--- src/hdl/kgp_pkg.sv ---
// Package: widths, beat structs and helpers for the k-mer group presence row block.
`timescale 1ns / 1ps

package kgp_pkg;

  localparam int unsigned KmerBits      = 62;
  localparam int unsigned BankBits      = 6;
  localparam int unsigned AbundanceBits = 32;
  localparam int unsigned MaxBanks      = 64;
  localparam int unsigned TotalBits     = 32;
  localparam int unsigned CfgBits       = 7;

  // Output queue: four rows, a record is taken while two slots are free.
  localparam int unsigned QueueDepth = 4;
  localparam int unsigned QueuePtrW  = $clog2(QueueDepth);
  localparam int unsigned QueueCntW  = $clog2(QueueDepth + 1);

  // Saturation value two for the group sum and record count.
  localparam logic [1:0] SatTwo = 2'd2;

  typedef struct packed {
    logic [KmerBits-1:0]      kmer_value;
    logic [BankBits-1:0]      bank_index;
    logic [AbundanceBits-1:0] abundance_value;
    logic                     final_record;
  } kgp_in_t;

  typedef struct packed {
    logic [KmerBits-1:0]  row_kmer;
    logic [MaxBanks-1:0]  presence_mask;
    logic                 row_kept;
    logic                 row_shared;
    logic [TotalBits-1:0] kept_total;
    logic [TotalBits-1:0] shared_total;
    logic                 row_last;
  } kgp_out_t;

  function automatic logic [TotalBits-1:0] sat_inc(input logic [TotalBits-1:0] v,
                                                   input logic en);
    logic [TotalBits-1:0] r;
    r = v;
    if (en && (v != {TotalBits{1'b1}})) r = v + TotalBits'(1);
    return r;
  endfunction

endpackage

--- src/hdl/kmer_group_presence_row.sv ---
// Top level: groups a key-sorted k-mer record stream into presence rows.
//
//  channel | signals                       | direction | payload
//  --------+-------------------------------+-----------+--------------------------
//  in      | in_valid_i / in_ready_o       | sink      | in_data_i  (kgp_in_t)
//  out     | out_valid_o / out_ready_i     | source    | out_data_o (kgp_out_t)
//  cfg     | cfg_we_i                      | sink      | cfg_data_i (bank count)
//
// One record is taken per cycle while in_ready_o is high; it updates the group registers and pushes zero,
// one or two finished rows into a four-entry output queue in the same edge.
// A row can leave the queue in the cycle after its record is taken, at the earliest.
// in_ready_o is high while the queue holds at most two rows, so a stalled output
// stops intake after two or three beats that push rows; beats that only join a
// group keep flowing. Queue occupancy sets the rate.
// Reset clears the group state, totals and queue, and sets the bank count to 64.
`timescale 1ns / 1ps

module kmer_group_presence_row
  import kgp_pkg::*;
(
  input  logic               clk_i,
  input  logic               rst_ni,
  input  logic               in_valid_i,
  output logic               in_ready_o,
  input  kgp_in_t            in_data_i,
  output logic               out_valid_o,
  input  logic               out_ready_i,
  output kgp_out_t           out_data_o,
  input  logic               cfg_we_i,
  input  logic [CfgBits-1:0] cfg_data_i
);

  localparam logic [MaxBanks-1:0] MaskOne  = MaxBanks'(1);
  localparam logic [CfgBits-1:0]  BankLim  = CfgBits'(MaxBanks);
  localparam logic [QueueCntW-1:0] CntLimit = QueueCntW'(QueueDepth - 2);

  // Configuration and group state.
  logic [CfgBits-1:0]   bank_count_q;
  logic [KmerBits-1:0]  cur_kmer_q, cur_kmer_d;
  logic                 open_q, open_d;
  logic [MaxBanks-1:0]  mask_q, mask_d;
  logic [1:0]           sum_q, sum_d;
  logic [1:0]           cnt_q, cnt_d;
  logic [TotalBits-1:0] kept_q, kept_d;
  logic [TotalBits-1:0] shared_q, shared_d;

  // Output queue.
  kgp_out_t             queue_q [QueueDepth];
  logic [QueuePtrW-1:0] rd_ptr_q, rd_ptr_d;
  logic [QueuePtrW-1:0] wr_ptr_q, wr_ptr_d;
  logic [QueueCntW-1:0] qcnt_q, qcnt_d;

  logic                 in_fire;
  logic                 out_fire;
  logic                 differ;
  logic                 fresh;
  logic [CfgBits-1:0]   limit;
  logic                 in_range;
  logic                 abund_nz;
  logic                 abund_big;
  logic [MaxBanks-1:0]  mask_base, mask_new;
  logic [1:0]           sum_base, sum_new;
  logic [1:0]           cnt_base, cnt_new;
  logic                 kept0, shared0, kept1, shared1;
  logic [TotalBits-1:0] kept1_tot, shared1_tot, kept2_tot, shared2_tot;
  kgp_out_t             row0, row1;
  logic                 push_a, push_b;
  kgp_out_t             data_a;
  logic [1:0]           push_n;
  logic [QueuePtrW-1:0] wr_ptr_b;

  assign in_ready_o  = (qcnt_q <= CntLimit);
  assign in_fire     = in_valid_i && in_ready_o;
  assign out_valid_o = (qcnt_q != '0);
  assign out_fire    = out_valid_o && out_ready_i;
  assign out_data_o  = queue_q[rd_ptr_q];

  // Record processing: close the open group on a key change, fold the record in, close it after a final record.
  always_comb begin
    differ    = open_q && (in_data_i.kmer_value != cur_kmer_q);
    fresh     = !open_q || differ;
    limit     = (bank_count_q > BankLim) ? BankLim : bank_count_q;
    in_range  = ({1'b0, in_data_i.bank_index} < limit);
    abund_nz  = |in_data_i.abundance_value;
    abund_big = |in_data_i.abundance_value[AbundanceBits-1:1];

    mask_base = fresh ? '0 : mask_q;
    sum_base  = fresh ? '0 : sum_q;
    cnt_base  = fresh ? '0 : cnt_q;

    cnt_new  = (cnt_base == SatTwo) ? SatTwo : cnt_base + 2'd1;
    mask_new = mask_base;
    sum_new  = sum_base;
    if (in_range) begin
      if (abund_nz) mask_new = mask_base | (MaskOne << in_data_i.bank_index);
      if (abund_big || (sum_base == SatTwo) ||
          (sum_base == 2'd1 && in_data_i.abundance_value[0])) begin
        sum_new = SatTwo;
      end else begin
        sum_new = sum_base + {1'b0, in_data_i.abundance_value[0]};
      end
    end

    kept0       = (sum_q == SatTwo);
    shared0     = (cnt_q == SatTwo);
    kept1_tot   = sat_inc(kept_q, differ && kept0);
    shared1_tot = sat_inc(shared_q, differ && shared0);
    kept1       = (sum_new == SatTwo);
    shared1     = (cnt_new == SatTwo);
    kept2_tot   = sat_inc(kept1_tot, kept1);
    shared2_tot = sat_inc(shared1_tot, shared1);

    row0.row_kmer      = cur_kmer_q;
    row0.presence_mask = mask_q;
    row0.row_kept      = kept0;
    row0.row_shared    = shared0;
    row0.kept_total    = kept1_tot;
    row0.shared_total  = shared1_tot;
    row0.row_last      = 1'b0;

    row1.row_kmer      = in_data_i.kmer_value;
    row1.presence_mask = mask_new;
    row1.row_kept      = kept1;
    row1.row_shared    = shared1;
    row1.kept_total    = kept2_tot;
    row1.shared_total  = shared2_tot;
    row1.row_last      = 1'b1;

    cur_kmer_d = cur_kmer_q;
    open_d     = open_q;
    mask_d     = mask_q;
    sum_d      = sum_q;
    cnt_d      = cnt_q;
    kept_d     = kept_q;
    shared_d   = shared_q;
    if (in_fire) begin
      cur_kmer_d = in_data_i.kmer_value;
      if (in_data_i.final_record) begin
        // Final beat: emit the group holding this record and close it.
        open_d   = 1'b0;
        mask_d   = '0;
        sum_d    = '0;
        cnt_d    = '0;
        kept_d   = kept2_tot;
        shared_d = shared2_tot;
      end else begin
        open_d   = 1'b1;
        mask_d   = mask_new;
        sum_d    = sum_new;
        cnt_d    = cnt_new;
        kept_d   = kept1_tot;
        shared_d = shared1_tot;
      end
    end
  end

  // Queue push: the closed group goes first, the final row after it.
  always_comb begin
    push_a   = in_fire && (differ || in_data_i.final_record);
    push_b   = in_fire && differ && in_data_i.final_record;
    data_a   = differ ? row0 : row1;
    push_n   = {1'b0, push_a} + {1'b0, push_b};
    wr_ptr_b = wr_ptr_q + QueuePtrW'(1);
    wr_ptr_d = wr_ptr_q + QueuePtrW'(push_n);
    rd_ptr_d = out_fire ? rd_ptr_q + QueuePtrW'(1) : rd_ptr_q;
    qcnt_d   = qcnt_q + QueueCntW'(push_n) - QueueCntW'(out_fire);
  end

  always_ff @(posedge clk_i or negedge rst_ni) begin
    if (!rst_ni) begin
      bank_count_q <= BankLim;
      cur_kmer_q   <= '0;
      open_q       <= 1'b0;
      mask_q       <= '0;
      sum_q        <= '0;
      cnt_q        <= '0;
      kept_q       <= '0;
      shared_q     <= '0;
      rd_ptr_q     <= '0;
      wr_ptr_q     <= '0;
      qcnt_q       <= '0;
    end else begin
      if (cfg_we_i) bank_count_q <= cfg_data_i;
      cur_kmer_q <= cur_kmer_d;
      open_q     <= open_d;
      mask_q     <= mask_d;
      sum_q      <= sum_d;
      cnt_q      <= cnt_d;
      kept_q     <= kept_d;
      shared_q   <= shared_d;
      rd_ptr_q   <= rd_ptr_d;
      wr_ptr_q   <= wr_ptr_d;
      qcnt_q     <= qcnt_d;
    end
  end

  always_ff @(posedge clk_i) begin
    if (push_a) queue_q[wr_ptr_q] <= data_a;
    if (push_b) queue_q[wr_ptr_b] <= row1;
  end

  a_queue_bound: assert property (@(posedge clk_i) disable iff (!rst_ni)
    qcnt_q <= QueueCntW'(QueueDepth))
    else $error("output queue over capacity");

  a_final_closes: assert property (@(posedge clk_i) disable iff (!rst_ni)
    (in_fire && in_data_i.final_record) |=> (!open_q && mask_q == '0 && cnt_q == '0))
    else $error("group still open after final beat");

  a_kept_monotonic: assert property (@(posedge clk_i) disable iff (!rst_ni)
    !in_fire |=> ($stable(kept_q) && $stable(shared_q)))
    else $error("totals moved without an input beat");

  a_row_push: assert property (@(posedge clk_i) disable iff (!rst_ni)
    (in_fire && (differ || in_data_i.final_record) && !out_fire) |=> out_valid_o)
    else $error("row pushed but output not valid");

endmodule

--- config.mk ---
export PLATFORM = sky130hd
export DESIGN_NAME = kmer_group_presence_row
export DESIGN_NICKNAME = d
export VERILOG_FILES = /design/src/hdl/kgp_pkg.sv /design/src/hdl/kmer_group_presence_row.sv
export SDC_FILE = /design/constraint.sdc
export NUM_CORES = 2
export LEC_CHECK = 0
export BUFFER_PORTS_ARGS = -buffer_cell sky130_fd_sc_hd__clkbuf_2
export CAP_MARGIN = 20
export CORE_AREA = 2 2 321 323
export CTS_CLUSTER_SIZE = 14
export DETAILED_ROUTE_END_ITERATION = 7
export DIE_AREA = 0 0 323 325
export PLACE_DENSITY_LB_ADDON = 0.25
export SYNTH_ARGS = -nofsm -noshare
export SYNTH_HDL_FRONTEND = slang
export SYNTH_SLANG_ARGS = --single-unit
export TNS_END_PERCENT = 30
--- constraint.sdc ---
create_clock -name clk_i -period 11.8 [get_ports clk_i]
set_clock_uncertainty 0.15 [all_clocks]
set_input_delay 0.59 -clock clk_i [delete_from_list [all_inputs] [get_ports clk_i]]
set_output_delay 0.59 -clock clk_i [all_outputs]
set_load 0.01 [all_outputs]
Word-level counts from Yosys, hierarchy flattened

Memory sizes are Yosys's and may differ from the RTL's.
Cells that the tools add are included.
W data, S select, Z words.

Multipliers: 0
Bitwise operators: 1
Reduce and logical (&&, ||, !) cells: 21
Equal/unequal tests: 12
Divide/modulo/power cells: 0
Add/subtract/negate cells: 12
Shifts and indexed selects: 1
Multiplexer cells: 24
Order comparisons: 3

Operators with widths:

| operator                | number |
|---|---|
| $mux W64                | 4 |
| $mux W193               | 1 |
| $mux W32                | 6 |
| $add A32 B1 Y32 const B | 4 |
| $ne A32 B32 Y1 const B  | 4 |
| $or A64 B64 Y64         | 1 |
| $shl A1 B6 Y64 const A  | 1 |
| $ne A62 B62 Y1          | 1 |
| $reduce_or A32 Y1       | 1 |
| $reduce_or A31 Y1       | 1 |
| $mux W2                 | 7 |
| $logic_and A1 B1 Y1     | 13 |
| $eq A2 B2 Y1 const B    | 6 |
| $gt A7 B7 Y1 const B    | 1 |
| $lt A6 B7 Y1            | 1 |
| $mux W7                 | 1 |
| $add A2 B1 Y2 const B   | 3 |
| $mux W1                 | 5 |
| $logic_or A1 B1 Y1      | 4 |
| $add A3 B2 Y3           | 1 |
| $le A3 B2 Y1 const B    | 1 |
| $reduce_bool A3 Y1      | 1 |
| $sub A3 B1 Y3           | 1 |
| $add A1 B1 Y2           | 1 |
| 4 further kinds         | 4 |

Memories: 1
Bits of input ports: 113
ROM bits: 0
Register bits after elaboration: 209
Bits in latches: 0
Logic and storage cells: 86
Bits in writable memories: 772

Memories:

| memory  | words | width | read ports | clocked after Yosys merged registers in | wr ports | line                          | RTL |
|---|---|---|---|---|---|---|---|
| queue_q | 4     | 193   | 1          | 0                                       | 2        | kmer_group_presence_row.sv:48 | `kgp_out_t queue_q [QueueDepth];` |

Longest topological paths before layout

Word-level depth: 13
Mapped depth: 22

Least setup slack after synthesis

No wires, ideal clock.

Path kind: input to register
Start point: in in_data_i[43] (netlist name)
End point: mem queue_q[0][13] (netlist name) (data pin)
Arrival: 9.163 ns
Slack: 2.306 ns
Stages on the path: 17
Path through: xnor2_1 > nand4_1 > nor4_1 > and4_1 > buf_6 > buf_2 > buf_2 > buf_4 > buf_2 > nor2_1 > o21ai_0 > nor3_1 > nor2_1 > inv_1 > clkbuf_1 > o311ai_0 > o31ai_1

RTL lines:

| element     | line                          | RTL |
|---|---|---|
| from (decl) | kmer_group_presence_row.sv:25 | `input kgp_in_t in_data_i,` |
| to (decl)   | kmer_group_presence_row.sv:48 |  |

==> metrics.md <==
| Metric | Value |
|---|---|
| Nature of the critical path endpoint | `flop` |
| Share of synthesized area occupied by flip-flops and latches | `0.540` |
| Fin. max-slew vios | `0` |
| Final antenna-violating net count | `0` |
| Top cell type's share of synthesized area | `0.439` |
| Clock-pin slew reported for the worst setup and hold paths after clock tree synthesis | `0.06 ns` |
| Count of unique library cells instantiated by Yosys | `92` |
| Global routing usage on met3 | `0.0811` |
| Number of setup violations in the final report | `0` |
| Proportion of synthesized flip-flops having asynchronous set or reset | `0.213` |
| Drt via density | `7.12` |
| Post-layout worst setup margin | `4.40 ns` |
| Count leader, synth | `sky130_fd_sc_hd__edfxtp_1` |
| RSZ-0062 raised after global routing | `false` |
| Clock latency reported for the late side of the worst-skew pair | `0.69 ns` |
| Startpoint-to-endpoint class of the critical path | `reg -> reg` |
| First-pass GRT wire length | `269000 um` |
| Global routing usage summed across all routing layers | `0.340` |
| Filler cell count in the final layout | `between 8000 and 9000` |
| Mean instance size in the synthesized netlist | `11.6 um^2` |
| Worst hold margin | `0.0370 ns` |
| Result of the run | `complete, no violations` |
| Total iterations of the first detailed-routing run | `8` |
| Post-route setup TNS | `0 ns` |
| Maximum fanout count along the critical path | `40` |
| Crit path DAT | `7.64 ns` |
| Clock power frac | `0.299` |
| Startpoint type of the worst setup path | `flop` |
| Worst supply voltage drop on vdd | `around 0.29 mV` |
| Post-placement setup slack | `4.47 ns` |
| Cell type with the highest aggregate area in the netlist | `sky130_fd_sc_hd__edfxtp_1` |
| P_sw | `4.21 mW` |
| Vias in the first global route | `41400` |
| Number of instances resized during post-cts repair | `0` |
| CP Data Required Time | `around 12 ns` |
| Initial antenna violation count | `9` |
| Die area | `approximately 100000 um^2` |
| Clock Tree Buf Depth | `3` |
| Number of nets in the finished design | `4768` |
| Slew of the pin with the lowest slew margin | `1.22 ns` |
| Layout Area Growth over Synthesis | `12.3%` |
| Synthesized instance count | `4538` |
| Class of the tightest hold or removal check | `in -> reg` |
| Leakage Power | `20.1 nW` |
| Leading cell types by count after synthesis | `768 x sky130_fd_sc_hd__edfxtp_1, 448 x sky130_fd_sc_hd__nand2_1, 356 x sky130_fd_sc_hd__clkbuf_1, 309 x sky130_fd_sc_hd__o22ai_1, 244 x sky130_fd_sc_hd__a22o_1` |
| Synth Flop Type | `sky130_fd_sc_hd__edfxtp_1` |
| Synthesized flop and latch total | `981` |
| Number of input and output port buffers inserted | `slightly above 300` |
| Number of enable flip-flop cells after synthesis | `768` |
| Initial core utilization | `0.519` |
| Overflow left after global routing | `0` |
| Floorplan row count | `roughly 120` |
| Fraction of final layout cells with drive strength greater than 1 | `0.182` |
| Number of violations reported at the end of detailed-routing iteration 0 | `6714` |
| Routing usage on met2 | `0.507` |
| CTS H-Tree Depth | `3` |
| Number of top-level pins | `308` |
| Total standard cell area after synthesis | `52600 um^2` |
| Shortest period the worst path allows | `7.40 ns` |
| Final period util | `0.627` |
| Syn Nets | `4668` |
| Via count | `43400` |
| PwrDens | `a little under 200 nW/um^2` |
| Die Span X | `323 um` |
| Achievable frequency | `135 MHz` |
| Portion of total power attributed to sequential cells | `0.386` |
| WL/cell | `29.9 um` |
| Clock tree from TritonCTS | `yes` |
| Routability cong. | `just under 1` |
| Max cap viols | `0` |
| Yosys warning count | `0` |
| Largest cells by area after synthesis | `sky130_fd_sc_hd__edfxtp_1 44%, sky130_fd_sc_hd__dfrtp_1 9.9%, sky130_fd_sc_hd__mux4_2 8.3%` |
| Routed WL | `182000 um` |
| Proportion of power drawn by combinational gates | `0.315` |
| Most used routing layer in global routing | `met2` |
| Cell internal pwr | `7.51 mW` |
| DIE HEIGHT | `325 um` |
| CORE AREA | `101000 um^2` |
| Number of failing hold endpoints at the final stage | `0` |
| Total DRC errors in the routed layout | `0` |
| Detailed Place HPWL | `roughly 110000 um` |
| Clk sinks | `~980` |
| Fraction of met1 tracks used by global routing | `0.472` |
| Share of total power consumed by net switching | `0.359` |
| Cts bufs inserted | `105` |
| Pin count of the biggest net entering global routing | `154` |
| Clk root buf | `sky130_fd_sc_hd__clkbuf_16` |
| Max_slew headroom | `0.183` |
sequential cells by signal, summed over array words and instances (netlist names):
| signal | count |
|---|---|
| queue_q | 772 |
| mask_q | 64 |
| cur_kmer_q | 62 |
| kept_q | 32 |
| shared_q | 32 |
| bank_count_q | 7 |
| qcnt_q | 3 |
| cnt_q | 2 |
| rd_ptr_q | 2 |
| sum_q | 2 |
| wr_ptr_q | 2 |
| open_q | 1 |
what timing repair did:
item                                    4_1_cts  5_1_grt
hold buffers                                 15        0
endpoints found under the hold margin        86        0
buffers inserted                              0        0
endpoints found under the setup margin        0        0
power by group through the flow:
| stage | logic (mW) | registers, mW | clock network (mW) |
|---|---|---|---|
| 2_1_floorplan | 2.20 | 4.50 | 0 |
| 3_3_place_gp | 3.60 | 4.56 | 0 |
| 3_5_place_dp | 3.63 | 4.58 | 0 |
| 4_1_cts | 3.65 | 4.52 | 3.52 |
| 5_1_grt | 3.85 | 4.56 | 3.65 |
| 6_report | 3.69 | 4.52 | 3.51 |
through the flow:
stage	instance area [um^2]	utilization	instances	power, mW
2_1_floorplan	52600	-	4538	6.70
3_3_place_gp	55100	0.544	5877	8.17
3_5_place_dp	55200	0.545	5882	8.22
4_1_cts	59000	0.582	6094	11.7
5_1_grt	59000	0.582	6104	12.1
6_report	59000	0.582	6104	11.7
final cells by class:
class                   instances  area [um^2]  area share
multi-input cells            3084        22500       0.382
flip-flops and latches        981        28400       0.481
well taps                    1368         1710      0.0290
inverters                      34          158     0.00267
repair buffers                432         2580      0.0438
diodes                          8         20.0    0.000339
clock inverters                60          737      0.0125
clock buffers                 137         2880      0.0488
cells by family (layout without fill, tap and decap cells):
kind of cell    count (synthesis)  count (layout)  share of synthesized area
compound gates               1472            1472                      0.192
xor+xnor                      171             171                     0.0285
fa+ha+maj                      17              17                    0.00419
buf+inv                       473             663                     0.0347
flops                         981             981                      0.540
mux                           212             212                     0.0865
other cells                     0               8                          0
simple gates                 1212            1212                      0.114
routing by layer:
metal / wire [um] / share of wire / vias to the layer above
met3: 22700 / 0.12 / 492
met5: 12 / 0.000066 / -
li1: - / - / 18400
met4: 8180 / 0.045 / 2
met1: 69400 / 0.38 / 21400
met2: 82100 / 0.45 / 3226
path summary, 6_finish.rpt:
check | from | to | slack [ns] | depth (start not counted)
worst max-delay path | open_q$_DFFE_PN0P_ | queue_q[1][19]$_DFFE_PP_ | 4.40 | 20
worst min-delay path | in_data_i[76] | cur_kmer_q[37]$_DFFE_PN0P_ | 0.04 | 3
worst max register to register | open_q$_DFFE_PN0P_ | queue_q[1][19]$_DFFE_PP_ | 4.40 | 20
worst min register to register | mask_q[61]$_DFFE_PN0P_ | mask_q[61]$_DFFE_PN0P_ | 0.36 | 2
max in group asynchronous | rst_ni | open_q$_DFFE_PN0P_ | 9.64 | 3
min in group asynchronous | rst_ni | cur_kmer_q[53]$_DFFE_PN0P_ | 0.33 | 2
worst max-delay path: stages (launching register included):
cell and delay, ns:
sky130_fd_sc_hd__dfrtp_2 0.82, sky130_fd_sc_hd__buf_4 0.61, sky130_fd_sc_hd__and2_1 0.52, sky130_fd_sc_hd__nand2_1 0.60
sky130_fd_sc_hd__nor2_1 0.26, sky130_fd_sc_hd__buf_4 0.27, sky130_fd_sc_hd__nand2_1 0.07, sky130_fd_sc_hd__and2_1 0.23
sky130_fd_sc_hd__inv_1 0.20, sky130_fd_sc_hd__ha_1 0.36, sky130_fd_sc_hd__nand2_1 0.12, sky130_fd_sc_hd__or4_1 0.42
sky130_fd_sc_hd__o211ai_1 0.25, sky130_fd_sc_hd__buf_4 0.23, sky130_fd_sc_hd__nand3_1 0.17, sky130_fd_sc_hd__nor2_1 0.16
sky130_fd_sc_hd__buf_4 0.32, sky130_fd_sc_hd__and2_0 0.17, sky130_fd_sc_hd__buf_4 0.36, sky130_fd_sc_hd__a21oi_1 0.12
sky130_fd_sc_hd__a2111oi_0 0.61
cell usage in the layout (no fill, tap or decap), types with 23 or more instances in the layout:
| master | n |
|---|---|
| sky130_fd_sc_hd__a211oi_1 | 54 |
| sky130_fd_sc_hd__clkbuf_2 | 306 |
| sky130_fd_sc_hd__o31ai_1 | 32 |
| sky130_fd_sc_hd__and2_1 | 34 |
| sky130_fd_sc_hd__a22oi_1 | 124 |
| sky130_fd_sc_hd__nand3_1 | 119 |
| sky130_fd_sc_hd__o21ai_0 | 208 |
| sky130_fd_sc_hd__nor4_1 | 65 |
| sky130_fd_sc_hd__a22o_1 | 244 |
| sky130_fd_sc_hd__nor2_1 | 139 |
| sky130_fd_sc_hd__o22ai_1 | 309 |
| sky130_fd_sc_hd__a31oi_1 | 40 |
| sky130_fd_sc_hd__a21oi_1 | 221 |
| sky130_fd_sc_hd__clkbuf_16 | 105 |
| sky130_fd_sc_hd__dfrtp_1 | 205 |
| sky130_fd_sc_hd__xnor2_1 | 124 |
| sky130_fd_sc_hd__a221oi_1 | 38 |
| sky130_fd_sc_hd__o21a_1 | 30 |
| sky130_fd_sc_hd__mux4_2 | 193 |
| sky130_fd_sc_hd__nand2_1 | 444 |
| sky130_fd_sc_hd__and3_1 | 31 |
| sky130_fd_sc_hd__edfxtp_1 | 768 |
| sky130_fd_sc_hd__or3_1 | 38 |
| sky130_fd_sc_hd__nor3_1 | 92 |
| sky130_fd_sc_hd__buf_4 | 101 |
| sky130_fd_sc_hd__xor2_1 | 47 |
| sky130_fd_sc_hd__nand4_1 | 108 |
| sky130_fd_sc_hd__inv_1 | 29 |
| sky130_fd_sc_hd__o211ai_1 | 26 |
| sky130_fd_sc_hd__clkinv_2 | 23 |
Note: power is estimated with default switching activity, not from simulation.
